### config.mk
export PLATFORM = sky130hd
export DESIGN_NAME = wss_cordic
export DESIGN_NICKNAME = d
export VERILOG_FILES = /design/src/hw/rtl/wss_pkg.sv /design/src/hw/rtl/wss_cordic.sv
export SDC_FILE = /design/constraint.sdc
export NUM_CORES = 1
export LEC_CHECK = 0
export ABC_AREA = 0
export BUFFER_PORTS_ARGS = -buffer_cell sky130_fd_sc_hd__buf_4
export CAP_MARGIN = 25
export CORE_MARGIN = 8
export CORE_UTILIZATION = 55
export DETAILED_ROUTE_END_ITERATION = 16
export PLACE_DENSITY_LB_ADDON = 0.3
export SLEW_MARGIN = 20
export SYNTH_ARGS = -nofsm -noshare
export SYNTH_HDL_FRONTEND = slang
export SYNTH_SLANG_ARGS = --single-unit
### constraint.sdc
create_clock -name i_clk -period 9.2 [get_ports i_clk]
set_input_delay 2.76 -clock i_clk [delete_from_list [all_inputs] [get_ports i_clk]]
set_output_delay 2.76 -clock i_clk [all_outputs]
set_load 0.1 [all_outputs]
### src/hw/rtl/wss_pkg.sv
// Shared types, constants and tables of the waypoint steering block.
// No dependencies.
`default_nettype none
package wss_pkg;

    localparam int CORDIC_STEPS = 16;
    localparam int CNT_STEPS    = (CORDIC_STEPS > 16) ? CORDIC_STEPS : 16;
    localparam int CNT_W        = $clog2(CNT_STEPS);
    localparam int DIV_STEPS    = 16;

    localparam int CW = 36;  // cordic x/y width
    localparam int ZW = 20;  // cordic angle width

    localparam logic signed [17:0] PI13     = 18'sd25736;
    localparam logic signed [19:0] PI16     = 20'sd205888;
    localparam logic signed [19:0] HALFPI16 = 20'sd102944;
    localparam logic signed [CW-1:0] INVK30 = CW'(652032874);
    localparam logic signed [24:0] INVK24   = 25'sd10188014;

    localparam logic [4:0] ADDR_W = 5'd5;

    typedef enum logic [2:0] {
        REG_SPEED_STEP   = 3'd0,
        REG_TURN_GAIN    = 3'd1,
        REG_NEAR_DIST    = 3'd2,
        REG_FAR_DIST     = 3'd3,
        REG_SLEW_LIMIT   = 3'd4,
        REG_ARRIVAL_RAD  = 3'd5
    } t_reg_idx;

    typedef enum logic [3:0] {
        ST_IDLE,
        ST_VEC,
        ST_MLO,
        ST_MHI,
        ST_DIST,
        ST_HEAD,
        ST_GMUL,
        ST_DIVCHK,
        ST_DIV,
        ST_TGT,
        ST_ROT,
        ST_MSIN,
        ST_MCOS,
        ST_DONE
    } t_state;

    typedef struct packed {
        logic load;
        logic step;
        logic rotate;
    } t_cordic_ctl;

    function automatic logic signed [ZW-1:0] atan_lut(input logic [CNT_W-1:0] idx);
        logic signed [ZW-1:0] v;
        case (idx)
            CNT_W'(0):  v = ZW'(51472);
            CNT_W'(1):  v = ZW'(30386);
            CNT_W'(2):  v = ZW'(16055);
            CNT_W'(3):  v = ZW'(8150);
            CNT_W'(4):  v = ZW'(4091);
            CNT_W'(5):  v = ZW'(2047);
            CNT_W'(6):  v = ZW'(1024);
            CNT_W'(7):  v = ZW'(512);
            CNT_W'(8):  v = ZW'(256);
            CNT_W'(9):  v = ZW'(128);
            CNT_W'(10): v = ZW'(64);
            CNT_W'(11): v = ZW'(32);
            CNT_W'(12): v = ZW'(16);
            CNT_W'(13): v = ZW'(8);
            CNT_W'(14): v = ZW'(4);
            CNT_W'(15): v = ZW'(2);
            default: begin
                if (idx == CNT_W'(16)) v = ZW'(1);
                else                   v = '0;
            end
        endcase
        return v;
    endfunction

endpackage
`default_nettype wire

### src/hw/rtl/wss_cordic.sv
// Shared CORDIC iteration unit, vectoring or rotation mode, one step a cycle while i_ctl.step is set.
// Depends on wss_pkg.
`default_nettype none
module wss_cordic
    import wss_pkg::*;
(
    input  wire logic                 i_clk,
    input  wire t_cordic_ctl          i_ctl,
    input  wire logic [CNT_W-1:0]     i_iter,
    input  wire logic signed [CW-1:0] i_x0,
    input  wire logic signed [CW-1:0] i_y0,
    input  wire logic signed [ZW-1:0] i_z0,
    output logic signed [CW-1:0]      o_x,
    output logic signed [CW-1:0]      o_y,
    output logic signed [ZW-1:0]      o_z
);

    logic signed [CW-1:0] r_x, r_y;
    logic signed [ZW-1:0] r_z;
    logic signed [CW-1:0] xs, ys;
    logic                 pos_dir;

    always_comb begin
        xs      = r_x >>> i_iter;
        ys      = r_y >>> i_iter;
        pos_dir = i_ctl.rotate ? !r_z[ZW-1] : r_y[CW-1];
    end

    always_ff @(posedge i_clk) begin
        if (i_ctl.load) begin
            r_x <= i_x0;
            r_y <= i_y0;
            r_z <= i_z0;
        end else if (i_ctl.step) begin
            if (pos_dir) begin
                r_x <= r_x - ys;
                r_y <= r_y + xs;
                r_z <= r_z - atan_lut(i_iter);
            end else begin
                r_x <= r_x + ys;
                r_y <= r_y - xs;
                r_z <= r_z + atan_lut(i_iter);
            end
        end
    end

    assign o_x = r_x;
    assign o_y = r_y;
    assign o_z = r_z;

endmodule
`default_nettype wire

==> summary.md <==
| Metric | Value |
|---|---|
| Status | completed |
| Commonest non-fill, non-tap cells in the layout | buf_4 (221), nand2_1 (211), o21ai_0 (166) |
| Core Footprint | 25910 µm² |
| Drt drc | 0 |
| CTS tree | yes |
| Post-synth top flop | edfxtp_1 |
| R2r setup slk | slightly above 3 ns |
| Count of hold-fix buffers inserted at cts | 0 |
| CP max-delay cell | a222oi_1 |
| WP buf/inv | 3 |
| Avg WL per Cell | approximately 21 µm |
| Rel. slew slack | 0.4013 |
| TritonCTS buffer count | 9 |
| Avg Cell Area, Syn | 8.371 µm² |
| Reg-to-reg endpoint | o_x[35] |
| Post-cts sizing count | 0 |
| RSZ-0062 raised after global routing | false |
| CP Max Fanout | 53 |
| CTS H-tree depth | 3 |
| DR iter-0 viols | ~1500 |
| CP Capture Point | o_y[35] |
| Hold path cells | 2 |
| FMAX | ~120 MHz |
| Port buffer count | 191 |
| Via-per-instance ratio | ~6.6 |
| Share of cells above drive strength 1 | 0.2054 |
| Reg clk slew, reported paths | ~0.070 ns |
| Routed Antenna Nets | 0 |
| Tightest Pin Transition | 0.8961 ns |
| Kind of critical path | in -> reg |
| Fin. Hold Viols | 0 |
| Initial Util | 0.5583 |
| Seq/Total Area, Yosys | 0.1910 |
| Hpwl dp | between 30000 and 40000 µm |
| Finish-stage setup viols | 0 |
| Post-Syn Area | between 10000 and 15000 µm² |
| Die area | ~32000 µm² |
| Worst path top cell family by delay | compound AO/OA/AOI/OAI gates |
| Die span in y | around 180 µm |
| Vias in the first global route | roughly 14000 |
| Gpl congestion | about 0.96 |
| Leading cell type in the layout, fill and taps excluded | buf_4 |
| Flops & latches, synth | just over 90 |
| Critical Path Source | i_iter[3] |
| Final worst-path cycle share | 0.9310 |
| Crit-path max cell delay | between 0.5 and 0.6 ns |
| Clk_skew | ~0.011 ns |
| # nets final | slightly above 2000 |
| Grt ovf | 0 |
| Num rows | 59 |
| Setup Buffers After CTS | 0 |
| Clock Path Buffers | 2 |
| Clk Latency, worst-skew pair | 0.37 ns |
| Root buffer cell | clkbuf_16 |
| Startpoint types | input port |
| Via Count | roughly 14000 |
| IO Pins | 192 |
| GR Util All Layers | 0.2851 |
| Initial antenna violation count | 1 |
| MaxCap Viol Count | 0 |
| Worst Reg2Reg Path Length in Cells | 19 |
| Drt pass-1 iters | 6 |
| WL final | about 47000 µm |
| Hold Path Class | reg -> reg |
| Post-Syn Instances | roughly 1700 |
| Worst path required time | roughly 9.3 ns |
| Final Critical Period | around 8.6 ns |
| WP depth | 21 |
| Ys Warns | 0 |
| Setup_tns | 0 ns |
| Crit end category | register |
| ANT cells | 0 |
| Crit path arrival time | about 8.7 ns |
| Clock Sinks | 92 |
| Critical path, cell by cell | buf_4, buf_4, mux2_2, mux4_2, a222oi_1, nand3_1, nor3_1, buf_4, nor2_1, xnor2_1, ha_1, o21ai_0, nand2b_1, a31o_2, a221o_1, a31oi_1, o21ai_0, a41oi_1, o311ai_0, xnor2_1, o21ai_0 |
| Pin count of the biggest net entering global routing | 81 |
| Max Slew Vio Count | 0 |
| Asr flop ratio synth | 0 |
| First-pass GRT wire length | between 70000 and 80000 µm |
| Yosys cell types | 78 |
| Die Wd | approximately 180 µm |
| RR Startpoint | o_y[17] |
| Synthesized Nets | between 1500 and 2000 |
| Area grow syn2layout | 13.55% |
| EDFF count, synth | 92 |
[area by class of cell]
| type | instances | area, µm² |
|---|---|---|
| multi-input cells | 1490 | 11120 |
| flip-flops and latches | 92 | 2763 |
| clock inverters | 7 | 55.05 |
| repair buffers | 223 | 1675 |
| inverters | 44 | 165.2 |
| fillers | 2296 | 9485 |
| well taps | 335 | 419.2 |
| clock buffers | 9 | 225.2 |
[cell families after synthesis]
group / Yosys count / synth area share
and+or+nand+nor: 538 / 0.1721
AOI/OAI and AO/OA: 523 / 0.2281
muxes: 177 / 0.1871
xor gates and xnor gates: 150 / 0.09082
buffers and inverters: 146 / 0.04109
adders and majority gates: 102 / 0.08978
DFF: 92 / 0.1910
[worst min-delay path by stage]
| stage | end | from | slack [ns] |
|---|---|---|---|
| 3_3_place_gp | o_y[0] | o_y[0] | 0.77 |
| 5_1_grt | o_y[0] | o_y[0] | 0.83 |
| 6_report | o_y[0] | o_y[0] | 0.78 |
| 2_1_floorplan | o_z[0] | o_z[0] | 1.29 |
| 4_1_cts | o_y[0] | o_y[0] | 0.79 |
| 3_5_place_dp | o_y[0] | o_y[0] | 0.77 |
[per-layer routing]
layer	wire length (µm)	global-route usage	up-vias
li1	-	-	6753
met1	18830	0.3706	6762
met2	20980	0.4479	797
met3	4393	0.04699	131
met4	2483	0.1547	0
met5	0	0	-
[cell usage after synthesis, types with 42 or more instances]
| library cell | number | area [µm²] |
|---|---|---|
| nand2_1 | 211 | 792.0 |
| o21ai_0 | 166 | 830.8 |
| nor2_1 | 123 | 461.7 |
| a21oi_1 | 118 | 590.6 |
| ha_1 | 99 | 1239 |
| edfxtp_1 | 92 | 2763 |
| xnor2_1 | 89 | 779.5 |
| mux4_2 | 70 | 1577 |
| clkbuf_1 | 63 | 236.5 |
| xor2_1 | 61 | 534.3 |
| mux2i_1 | 60 | 600.6 |
| mux2_2 | 47 | 529.3 |
| nand3_1 | 45 | 225.2 |
| a21o_1 | 42 | 315.3 |
[stage by stage]
step / setup WS, ns / area, µm² / utilization / cells / hold slack, ns
floorplan: 0.06830 / 14470 / - / 1728 / 1.287
global route: 0.1944 / 16430 / 0.6339 / 2200 / 0.8284
global placement: 0.4435 / 16140 / 0.6229 / 2183 / 0.7685
detailed placement: 0.2219 / 16140 / 0.6229 / 2183 / 0.7659
finish: 0.6348 / 16430 / 0.6339 / 2200 / 0.7779
CTS: 0.5740 / 16420 / 0.6337 / 2199 / 0.7887
[worst min-delay path, delay by kind of cell (launching register included)]
family	cells	cell delay, ns
flops	1	0.38
mux	1	0.14
fa+ha+maj	1	0.16
[flip-flops by register name, indices dropped and copies added (netlist names)]
| name | cells |
|---|---|
| o_x | 36 |
| o_y | 36 |
| o_z | 20 |
Power is not shown: default switching activity piles up to over one toggle a cycle in this logic, so the estimate is an artifact.
